==> src/rtl/lpht_pkg.sv <==
// ============================================================================
// lpht_pkg - shared definitions for the linear probing hash table
// Field widths, result codes and the result record that moves between the
// probe controller and the output register.
// ============================================================================
package lpht_pkg;

  // Default number of slots in the table.
  localparam int TABLE_SIZE_DEFAULT = 16;

  // Fixed payload widths.
  localparam int KEY_W    = 31;
  localparam int STATUS_W = 2;
  localparam int SLOT_W   = 4;

  // Request kinds.
  localparam logic REQ_INSERT = 1'b0;
  localparam logic REQ_SEARCH = 1'b1;

  // Result codes.
  localparam logic [STATUS_W-1:0] STATUS_INSERTED  = 2'd0;
  localparam logic [STATUS_W-1:0] STATUS_FULL      = 2'd1;
  localparam logic [STATUS_W-1:0] STATUS_FOUND     = 2'd2;
  localparam logic [STATUS_W-1:0] STATUS_NOT_FOUND = 2'd3;

  typedef struct packed {
    logic [STATUS_W-1:0] status;
    logic [SLOT_W-1:0]   slot_index;
  } result_t;

endpackage

==> src/rtl/lpht_hash.sv <==
// ============================================================================
// lpht_hash - home slot computation
// Reduces a key modulo the table size. A power-of-two size is a mask that
// finishes in the cycle after start. Any other size multiplies by a reciprocal,
// then applies one correction step; quotient, estimate and result are registered in turn.
// ============================================================================
module lpht_hash #(
  parameter int DIVISOR = lpht_pkg::TABLE_SIZE_DEFAULT,
  parameter int AW      = $clog2(DIVISOR)
) (
  input  logic                     clk,
  input  logic                     rst,
  input  logic                     start,
  input  logic [lpht_pkg::KEY_W-1:0] key,
  output logic                     done,
  output logic [AW-1:0]            home
);

  localparam bit IS_POW2 = ((DIVISOR & (DIVISOR - 1)) == 0);
  localparam int KEY_W   = lpht_pkg::KEY_W;

  generate
    if (IS_POW2) begin : g_mask
      logic          valid;
      logic [AW-1:0] rem;

      always_ff @(posedge clk) begin
        if (rst) begin
          valid <= 1'b0;
        end else if (start) begin
          valid <= 1'b1;
        end
      end

      always_ff @(posedge clk) begin
        if (start) begin
          rem <= key[AW-1:0];
        end
      end

      assign done = valid;
      assign home = rem;
    end else begin : g_recip
      // The quotient estimate floor(key * RECIP / 2^SHIFT) is the true
      // quotient or one below it, so the estimated remainder stays under
      // twice the divisor and only its low AW+1 bits are needed.
      localparam int          SHIFT = KEY_W + AW;
      localparam logic [31:0] RECIP = 32'((64'd1 << SHIFT) / 64'(DIVISOR));
      localparam logic [AW:0] D_EXT = (AW+1)'(DIVISOR);

      logic [KEY_W+31:0] prod;
      logic [AW:0]       q_lo;
      logic [AW:0]       key_lo;
      logic [AW:0]       rem_est;
      logic [AW-1:0]     rem;
      logic              v1;
      logic              v2;
      logic              v3;

      assign prod = {32'b0, key} * {{KEY_W{1'b0}}, RECIP};

      always_ff @(posedge clk) begin
        if (rst) begin
          v1 <= 1'b0;
          v2 <= 1'b0;
          v3 <= 1'b0;
        end else begin
          v1 <= start;
          v2 <= v1;
          v3 <= v2;
        end
      end

      always_ff @(posedge clk) begin
        if (start) begin
          q_lo   <= prod[SHIFT +: AW+1];
          key_lo <= key[AW:0];
        end
        if (v1) begin
          rem_est <= key_lo - q_lo * D_EXT;
        end
        if (v2) begin
          rem <= (rem_est >= D_EXT) ? AW'(rem_est - D_EXT) : rem_est[AW-1:0];
        end
      end

      assign done = v3;
      assign home = rem;
    end
  endgenerate

  a_home_in_range: assert property (@(posedge clk) disable iff (rst)
    done |-> (home <= AW'(DIVISOR - 1)))
    else $error("home slot beyond table size");

endmodule

==> src/rtl/lpht_slot_ram.sv <==
// ============================================================================
// lpht_slot_ram - slot storage
// One write port and one read port; read data is registered, so it appears
// in the cycle after the address. Each word holds a live bit above the key.
// ============================================================================
module lpht_slot_ram #(
  parameter int DEPTH  = lpht_pkg::TABLE_SIZE_DEFAULT,
  parameter int AW     = $clog2(DEPTH),
  parameter int DATA_W = lpht_pkg::KEY_W + 1
) (
  input  logic              clk,
  input  logic              we,
  input  logic [AW-1:0]     waddr,
  input  logic [DATA_W-1:0] wdata,
  input  logic [AW-1:0]     raddr,
  output logic [DATA_W-1:0] rdata
);

  logic [DATA_W-1:0] mem [DEPTH];

  always_ff @(posedge clk) begin
    if (we) begin
      mem[waddr] <= wdata;
    end
  end

  always_ff @(posedge clk) begin
    rdata <= mem[raddr];
  end

endmodule

==> src/rtl/lpht_out_reg.sv <==
// ============================================================================
// lpht_out_reg - result holding register
// Holds one finished result until it is taken, and takes a new one in the
// same cycle that the held one leaves.
// ============================================================================
module lpht_out_reg (
  input  logic              clk,
  input  logic              rst,
  input  logic              res_valid,
  input  lpht_pkg::result_t res,
  output logic              res_ready,
  output logic              out_valid,
  input  logic              out_ready,
  output lpht_pkg::result_t out_res
);

  logic full;

  assign res_ready = !full || out_ready;
  assign out_valid = full;

  always_ff @(posedge clk) begin
    if (rst) begin
      full <= 1'b0;
    end else if (res_valid && res_ready) begin
      full <= 1'b1;
    end else if (out_ready) begin
      full <= 1'b0;
    end
  end

  always_ff @(posedge clk) begin
    if (res_valid && res_ready) begin
      out_res <= res;
    end
  end

endmodule

==> src/rtl/linear_probing_hash_table_top.sv <==
// An accepted request is hashed to its home slot, then probes one slot per
// memory read (1 to TABLE_SIZE slots) until it stops, and its result moves into
// the output register. Sizes other than a power of two use the reciprocal modulo.
// Only one request is in flight at a time; the next is accepted once the result
// has been handed to the output register.
// Reset: a clearing pass writes every slot empty and accepts no requests.
// ============================================================================
// linear_probing_hash_table_top - open addressing hash table, linear probing
// Insert and search requests on keys, slots held in a synchronous memory.
// ============================================================================
module linear_probing_hash_table_top #(
  parameter int TABLE_SIZE = lpht_pkg::TABLE_SIZE_DEFAULT
) (
  input  logic                            clk,
  input  logic                            rst,
  input  logic                            in_valid,
  output logic                            in_ready,
  input  logic                            req_type,
  input  logic [lpht_pkg::KEY_W-1:0]      key,
  output logic                            out_valid,
  input  logic                            out_ready,
  output logic [lpht_pkg::STATUS_W-1:0]   status,
  output logic [lpht_pkg::SLOT_W-1:0]     slot_index
);

  localparam int AW     = $clog2(TABLE_SIZE);
  localparam int KEY_W  = lpht_pkg::KEY_W;
  localparam int SLOT_W = lpht_pkg::SLOT_W;
  localparam int DATA_W = KEY_W + 1;

  // Controller states.
  localparam logic [2:0] S_CLEAR = 3'd0;
  localparam logic [2:0] S_IDLE  = 3'd1;
  localparam logic [2:0] S_HASH  = 3'd2;
  localparam logic [2:0] S_PROBE = 3'd3;
  localparam logic [2:0] S_DONE  = 3'd4;

  logic [2:0]        state;
  logic [2:0]        state_next;
  logic [AW-1:0]     clr_addr;
  logic              op;
  logic [KEY_W-1:0]  key_q;
  logic [AW-1:0]     cur_addr;
  logic [AW-1:0]     cur_succ;
  logic [AW-1:0]     chk;
  lpht_pkg::result_t res_q;
  lpht_pkg::result_t res_next;
  lpht_pkg::result_t out_res;

  logic              hash_start;
  logic              hash_done;
  logic [AW-1:0]     hash_home;

  logic              ram_we;
  logic [AW-1:0]     ram_waddr;
  logic [DATA_W-1:0] ram_wdata;
  logic [AW-1:0]     ram_raddr;
  logic [DATA_W-1:0] ram_rdata;

  logic              rd_live;
  logic [KEY_W-1:0]  rd_key;
  logic              last_probe;
  logic              probe_stop;
  logic [AW+SLOT_W-1:0] cur_ext;
  logic              res_ready;

  // A request enters only when the controller is free; the output register
  // lets the previous result wait without holding up the next request.
  assign in_ready   = (state == S_IDLE);
  assign hash_start = in_valid && in_ready;

  lpht_hash #(
    .DIVISOR (TABLE_SIZE),
    .AW      (AW)
  ) u_hash (
    .clk   (clk),
    .rst   (rst),
    .start (hash_start),
    .key   (key),
    .done  (hash_done),
    .home  (hash_home)
  );

  // The memory is read every cycle. In the hash state it fetches the home
  // slot; while probing it fetches the slot after the one being examined,
  // so a probe that does not stop has its next slot ready in the next cycle.
  assign cur_succ  = (cur_addr == AW'(TABLE_SIZE - 1)) ? '0 : cur_addr + 1'b1;
  assign ram_raddr = (state == S_HASH) ? hash_home : cur_succ;

  assign rd_live = ram_rdata[KEY_W];
  assign rd_key  = ram_rdata[KEY_W-1:0];

  // The clearing pass marks every slot empty; afterwards an insert writes
  // its key into the first empty slot it reads. Only one request is ever in
  // flight and its write ends it, so a read never overlaps a write to the
  // same slot.
  assign ram_we    = (state == S_CLEAR) ||
                     ((state == S_PROBE) && (op == lpht_pkg::REQ_INSERT) && !rd_live);
  assign ram_waddr = (state == S_CLEAR) ? clr_addr : cur_addr;
  assign ram_wdata = (state == S_CLEAR) ? '0 : {1'b1, key_q};

  lpht_slot_ram #(
    .DEPTH  (TABLE_SIZE),
    .AW     (AW),
    .DATA_W (DATA_W)
  ) u_ram (
    .clk   (clk),
    .we    (ram_we),
    .waddr (ram_waddr),
    .wdata (ram_wdata),
    .raddr (ram_raddr),
    .rdata (ram_rdata)
  );

  // The slot number is reported through its low four bits.
  assign cur_ext    = {{SLOT_W{1'b0}}, cur_addr};
  assign last_probe = (chk == AW'(TABLE_SIZE - 1));

  // Probe decision on the slot whose data has just come back.
  always_comb begin
    probe_stop          = 1'b0;
    res_next.status     = lpht_pkg::STATUS_NOT_FOUND;
    res_next.slot_index = '0;
    if (op == lpht_pkg::REQ_INSERT) begin
      if (!rd_live) begin
        probe_stop          = 1'b1;
        res_next.status     = lpht_pkg::STATUS_INSERTED;
        res_next.slot_index = cur_ext[SLOT_W-1:0];
      end else if (last_probe) begin
        probe_stop      = 1'b1;
        res_next.status = lpht_pkg::STATUS_FULL;
      end
    end else begin
      if (!rd_live) begin
        probe_stop = 1'b1;
      end else if (rd_key == key_q) begin
        probe_stop          = 1'b1;
        res_next.status     = lpht_pkg::STATUS_FOUND;
        res_next.slot_index = cur_ext[SLOT_W-1:0];
      end else if (last_probe) begin
        probe_stop = 1'b1;
      end
    end
  end

  always_comb begin
    state_next = state;
    unique case (state)
      S_CLEAR: begin
        if (clr_addr == AW'(TABLE_SIZE - 1)) begin
          state_next = S_IDLE;
        end
      end
      S_IDLE: begin
        if (hash_start) begin
          state_next = S_HASH;
        end
      end
      S_HASH: begin
        if (hash_done) begin
          state_next = S_PROBE;
        end
      end
      S_PROBE: begin
        if (probe_stop) begin
          state_next = S_DONE;
        end
      end
      S_DONE: begin
        if (res_ready) begin
          state_next = S_IDLE;
        end
      end
      default: begin
        state_next = S_CLEAR;
      end
    endcase
  end

  always_ff @(posedge clk) begin
    if (rst) begin
      state    <= S_CLEAR;
      clr_addr <= '0;
    end else begin
      state <= state_next;
      if (state == S_CLEAR) begin
        clr_addr <= clr_addr + 1'b1;
      end
    end
  end

  // Request payload and probe position.
  always_ff @(posedge clk) begin
    if (hash_start) begin
      op    <= req_type;
      key_q <= key;
    end
    if ((state == S_HASH) && hash_done) begin
      cur_addr <= hash_home;
      chk      <= '0;
    end else if (state == S_PROBE) begin
      if (probe_stop) begin
        res_q <= res_next;
      end else begin
        cur_addr <= cur_succ;
        chk      <= chk + 1'b1;
      end
    end
  end

  lpht_out_reg u_out (
    .clk       (clk),
    .rst       (rst),
    .res_valid (state == S_DONE),
    .res       (res_q),
    .res_ready (res_ready),
    .out_valid (out_valid),
    .out_ready (out_ready),
    .out_res   (out_res)
  );

  assign status     = out_res.status;
  assign slot_index = out_res.slot_index;

  // A result is only ever produced by the end of a probe sequence.
  a_done_from_probe: assert property (@(posedge clk) disable iff (rst)
    ((state == S_DONE) && ($past(state) != S_DONE)) |-> ($past(state) == S_PROBE))
    else $error("result produced without a probe");

  // A finished result waits unchanged until the output register takes it.
  a_result_held: assert property (@(posedge clk) disable iff (rst)
    ((state == S_DONE) && !res_ready) |=> ((state == S_DONE) && $stable(res_q)))
    else $error("pending result lost or changed");

  // An insert write into a slot ends the request at once.
  a_insert_ends_request: assert property (@(posedge clk) disable iff (rst)
    ((state == S_PROBE) && ram_we) |=> (state == S_DONE))
    else $error("probe continued after storing a key");

endmodule
==> config.mk <==
export PLATFORM = sky130hd
export DESIGN_NAME = linear_probing_hash_table_top
export DESIGN_NICKNAME = d
export VERILOG_FILES = /design/src/rtl/lpht_pkg.sv /design/src/rtl/lpht_hash.sv /design/src/rtl/lpht_slot_ram.sv /design/src/rtl/lpht_out_reg.sv /design/src/rtl/linear_probing_hash_table_top.sv
export SDC_FILE = /design/constraint.sdc
export NUM_CORES = 1
export LEC_CHECK = 0
export ABC_AREA = 1
export BUFFER_PORTS_ARGS = -buffer_cell sky130_fd_sc_hd__buf_2
export CAP_MARGIN = 20
export CORE_MARGIN = 4
export CORE_UTILIZATION = 55
export DETAILED_ROUTE_END_ITERATION = 10
export GPL_ROUTABILITY_DRIVEN = 0
export PLACE_DENSITY_LB_ADDON = 0.1
export SYNTH_ARGS = -nofsm -noshare
export SYNTH_HDL_FRONTEND = slang
export SYNTH_SLANG_ARGS = --single-unit
==> constraint.sdc <==
create_clock -name clk -period 6.3 [get_ports clk]
set_input_delay 0.315 -clock clk [delete_from_list [all_inputs] [get_ports clk]]
set_output_delay 0.315 -clock clk [all_outputs]
set_load 0.03 [all_outputs]
== After elaboration in Yosys (flattened, before gate mapping) ==
Memory sizes are Yosys's and may differ from the RTL's. A register that Yosys moved wholly into a read port is not among the register bits.
Index checks and enable logic that the tools add are counted.
Cells by class
  bitwise logic cells: 3
  add/sub/neg operators: 3
  mux-type cells: 28
  eq/ne operators: 14
  reduce and logical (&&, ||, !) cells: 16
Operators with widths (number)
  $mux W32: 1
  $eq A31 B31 Y1: 1
  $mux W4: 7
  $mux W3: 5
  $pmux W3 S5: 1
  $add A4 B1 Y4 const B: 3
  $eq A4 B4 Y1 const B: 3
  $mux W5: 2
  $mux W1: 9
  $ne A2 B1 Y1 const B: 4
  $eq A3 B2 Y1 const B: 2
  $mux W6: 1
  $logic_and A1 B1 Y1: 5
  $reduce_and A5 Y1: 1
  $mux W2: 2
  $ne A2 B2 Y1 const B: 2
  $reduce_and A2 Y1: 2
  $reduce_bool A2 Y1: 2
  $eq A3 B1 Y1 const B: 1
  $eq A3 B3 Y1 const B: 1
  $logic_not A3 Y1: 1
  $not A1 Y1: 3
  $reduce_and A3 Y1: 1
  $logic_not A1 Y1: 2
  $logic_or A1 B1 Y1: 2
Word-level totals
  input bits: 36
  bits in registers: 65
  memories kept: 1
  output and inout port bits: 8
  logic and storage cells: 78
  memory bits (writable): 512
Memories
  u_ram.mem: depth 16, width 32, read ports 1, clocked after Yosys merged registers in 1, write ports 1, line lpht_slot_ram.sv:19  | logic [DATA_W-1:0] mem [DEPTH];

== Logic depth before layout (Yosys ltp) ==
  depth in word-level cells: 8
  mapped depth: 13
  mapped depth without buffers: 13

== By module ==
A second synthesis with hierarchy kept.
Unflattened totals
  cell total of the unflattened synthesis: 2503
  area total of the unflattened synthesis: 26016.2 um2
By module, submodules not included
  lpht_slot_ram: times used 1, cells each 2120, area each 22730.6 um2, seq. area each 16015.4 um2
  linear_probing_hash_table_top: times used 1, cells each 364, area each 2910.3 um2, seq. area each 1481.4 um2
  lpht_out_reg: times used 1, cells each 12, area each 227.7 um2, seq. area each 200.2 um2
  lpht_hash: times used 1, cells each 7, area each 147.6 um2, seq. area each 140.1 um2

== Worst setup path after synthesis ==
Ideal clock, no wire load.
  kind: reg2reg
  start: register state[1]
  end: memory u_ram.mem[12][0] (netlist bit), enable pin
  clock period less this slack: 3.293 ns
  library setup time: 0.421 ns
  required time: 5.879 ns
  buffers on the path: 1
  slack: 3.007 ns
  stages on the path, launching flop included: 10
  arrival time: 2.872 ns
  path through: dfxtp_1 -> nor2_1 -> inv_1 -> nor2_1 -> inv_1 -> clkbuf_1 -> o21ai_0 -> inv_1 -> nand2_1 -> nor2_1
On the way
  cells in the longest elaborated chain, start to end: 6
  elaborated cells between the ends (all ways): 8
  classes of those cells: eq/ne: 1; mux: 3; reduce/logical: 4
RTL lines
  start: declaration: line linear_probing_hash_table_top.sv:38  | logic [2:0] state;
  start signal: assignment: line linear_probing_hash_table_top.sv:185  | state <= state_next;
  $eq A3 B2 Y1: line linear_probing_hash_table_top.sv:98  | ((state == S_PROBE) && (op == lpht_pkg::REQ_INSERT) && !rd_live);
  $logic_and A1 B1 Y1 (2 in series): line linear_probing_hash_table_top.sv:98
  $logic_or A1 B1 Y1: line linear_probing_hash_table_top.sv:97  | assign ram_we = (state == S_CLEAR) ||
  $mux W1: line lpht_slot_ram.sv:22  | if (we) begin
  $mux W1 (implied by the code): line lpht_slot_ram.sv:23  | mem[waddr] <= wdata;
  end: declaration: line lpht_slot_ram.sv:19
Parallel ways exist; a longest one is shown, timed or not.

== Worst setup path after layout ==
  start: register state[0]
  end: memory u_ram.mem[0][8] (netlist bit), enable pin
Same word-level chain as after synthesis.

==> impl_metrics.ini <==
[status]
status = completed

[synthesis]
ys_seq_area_share_pct = 72.4
ys.flop_type = edfxtp_1
synth-edff-count = 560
syn-num-nets = 2002
ys_async_sr_fraction_pct = 0
syn_area_sq_mm = 0.0245
ys_warn_count = 0
syn_inst = 1963
synth_cell_types = 29
synth.avg_cell_area_sq_um = 12.5
synth_seq_cells = 605

[worst_hold_path]
whs_endpoint = key_q[5]
min_path_cells = 2
min-delay-start = key[5]
min_path_type = input port to register

[detailed_routing]
vias_per_cell = 5.84
via_count = 15600
postRouteAntennaNets = 0
drc = 0
drt_iter0_markers = 1697
drt-total-wl_um = 60100
wl_per_cell_um = 22.5
drtPass1Iterations = 7

[pwr]
power.density_mw_per_mm2 = 519
irDropWorstVdd_uv = 264
power_frac_seq_pct = 42.5
power_leakage_nw = 10.0
switchingPower_w = 0.00526
p_sw_share_pct = 36.4
p_int_w = 0.00920
p_comb_share_pct = 32.6
pwr-share-clk_pct = 24.9

[sta]
finalHoldViolCount = 0
relSlewSlack_pct = 23.7
clock_skew_ps = 12.9
drv_slew = 0
fmax_ghz = 0.243
setup_violations = 0
rsz0062_at_grt = false
worstMarginPinSlew_ps = 1140
setup_tns_ps = 0
period_share_pct = 65.4
min_period_ps = 4120
fin_ws_ps = 2180

[place]
numPortBuffers = 43
hpwl_um = 34100
post-place-ws_ps = 2210

[die]
ios = 44
die_area_sq_mm = 0.0479
die_w_um = 219
row_count = 76
core_area_sq_mm = 0.0436
die_y_um = 219
initial_core_util_pct = 56.2

[grt]
grt_busiest_layer = met2
met2_usage_pct = 39.7
antenna_found_initial = 0
grt-ovfl-total = 0
grt_max_degree = 175
grt_pass1_vias = 15000
grt_use_total_pct = 25.3
grtUsageMet3_pct = 4.76
grt_pass1_wl_um = 91500
met1_usage_pct = 36.9

[setup_path]
regToRegStartpoint = state[0]
critPathKind = register to register
cp.arrival_ps = 4410
end_kind = register
r2r_end = u_ram.mem[0][8]
rrSetupSlack_ps = 2180
rr_worst_depth = 10
cp_max_fo = 38
cp_data_required_time_ps = 6590
crit_path_start_kind = register
crit_path_start = state[0]

[clock_network]
ctsHoldBuffers = 35
ctsLongestPathBuffers = 3
clk_latency_ps = 620
post_cts_resized = 0
h-tree-depth = 2
cts_setup_buffers = 0
clk_pin_slew_ps = 60
cts_made_buffers = 60
cts.root.buffer_cell = clkbuf_16
cts_tree = yes
clkSinkCount = 605

[final_layout]
fillers = 3334
drive_above_1_share_pct = 10.2
fin_nets = 2070
areaGrowthSynthToFinish_pct = 13.9
insertedDiodeCount = 0

[job]
drv_cap = 0
-- metal layers --
layer | vias up | share of wire (%)
li1 | 7247 | -
met4 | 0 | 2.3
met5 | - | 0
met1 | 7596 | 43
met3 | 94 | 8.5
met2 | 645 | 46
-- how the worst max path moves through the flow --
| stage | end | slack (ps) |
|---|---|---|
| 2_1_floorplan | u_ram.mem[12][0] | 3010 |
| 3_3_place_gp | u_ram.mem[10][16] | 2230 |
| 3_5_place_dp | u_ram.mem[4][0] | 2210 |
| 4_1_cts | u_ram.mem[4][0] | 2190 |
| 5_1_grt | u_ram.mem[0][8] | 1930 |
| 6_report | u_ram.mem[0][8] | 2180 |
-- cell usage in the layout, fill, tap and decap left out, types with 8 or more instances in the layout --
cell	count
clkbuf_1	12
o21ai_1	41
nand3_1	81
edfxtp_1	560
clkbuf_16	61
nor2_4	18
buf_12	8
clkinv_2	16
nor2_1	65
buf_4	33
o211ai_1	222
dlygate4sd3_1	35
buf_2	43
dfxtp_1	45
bufinv_16	8
clkinv_1	13
inv_1	225
nand2_1	247
a21oi_1	171
xnor2_1	8
o21ai_0	129
-- flip-flops by register name (all words and copies together) (netlist names), 4 cells and up --
name           cells
clr_addr           4
res_q              6
u_out.out_res      6
u_ram.rdata       32
chk                4
u_ram.mem        512
key_q             28
cur_addr           4
-- stage by stage --
| stage | hold slack (ps) | utilization [%] | cell area, sq um | cells | power [W] |
|---|---|---|---|---|---|
| 2_1_floorplan | 384 | - | 24500 | 1963 | 0.00911 |
| 3_3_place_gp | 403 | 57.9 | 25200 | 2501 | 0.0107 |
| 3_5_place_dp | 406 | 58.4 | 25500 | 2511 | 0.0109 |
| 4_1_cts | 366 | 63.8 | 27800 | 2659 | 0.0145 |
| 5_1_grt | 395 | 64.0 | 27900 | 2667 | 0.0152 |
| 6_report | 398 | 64.0 | 27900 | 2667 | 0.0145 |
-- area by class of cell --
cell class                 count  area, sq um  area share (%)
clock inverter                39          390            1.40
timing repair buffer         125         1110            3.98
multi-input combinational   1008         5460            19.6
clock buffer                  74         1590            5.69
inverter                     231          872            3.13
sequential                   605        17700            63.6
tap                          585          732            2.63
-- cells in the mapped netlist (2+ instances only) --
cell	count	area [sq um]
inv_2	3	11.3
o21ai_1	42	210
nor2_1	82	308
or2_2	2	12.5
ha_1	3	37.5
o211ai_1	222	1670
clkbuf_2	3	15.0
nand3_1	81	405
buf_4	6	45.0
edfxtp_1	560	16800
nor3_1	6	30.0
clkbuf_1	47	176
nand2_1	247	927
nand4_1	5	31.3
a21oi_1	171	856
xnor2_1	8	70.1
nand2_4	4	45.0
dfxtp_1	45	901
o21ai_0	130	651
buf_6	3	33.8
inv_1	227	852
buf_2	59	295
-- worst max-delay path: stages (launching register included) --
cell and delay, ps:
dfxtp_1 330, nor2_1 250, inv_1 130, nor2_4 90, buf_4 450, inv_1 470
or2_2 420, o21ai_0 170, nand3_1 400, nor2_4 610, buf_4 440
-- cell families after synthesis --
kind of cell | count (synthesis) | synth area share [%]
flops | 605 | 72.4
compound gates | 567 | 13.9
simple gates | 429 | 7.27
buf+inv | 350 | 5.88
xor+xnor | 9 | 0.322
fa+ha+maj | 3 | 0.154
-- power groups by stage --
stage	logic, W	registers (W)	clock network [W]
finish	0.00471	0.00615	0.00360
global route	0.00518	0.00621	0.00382
CTS	0.00465	0.00615	0.00365
detailed placement	0.00462	0.00623	0
global placement	0.00443	0.00622	0
floorplan	0.00293	0.00618	0
Note: power is estimated with default switching activity, not from simulation.
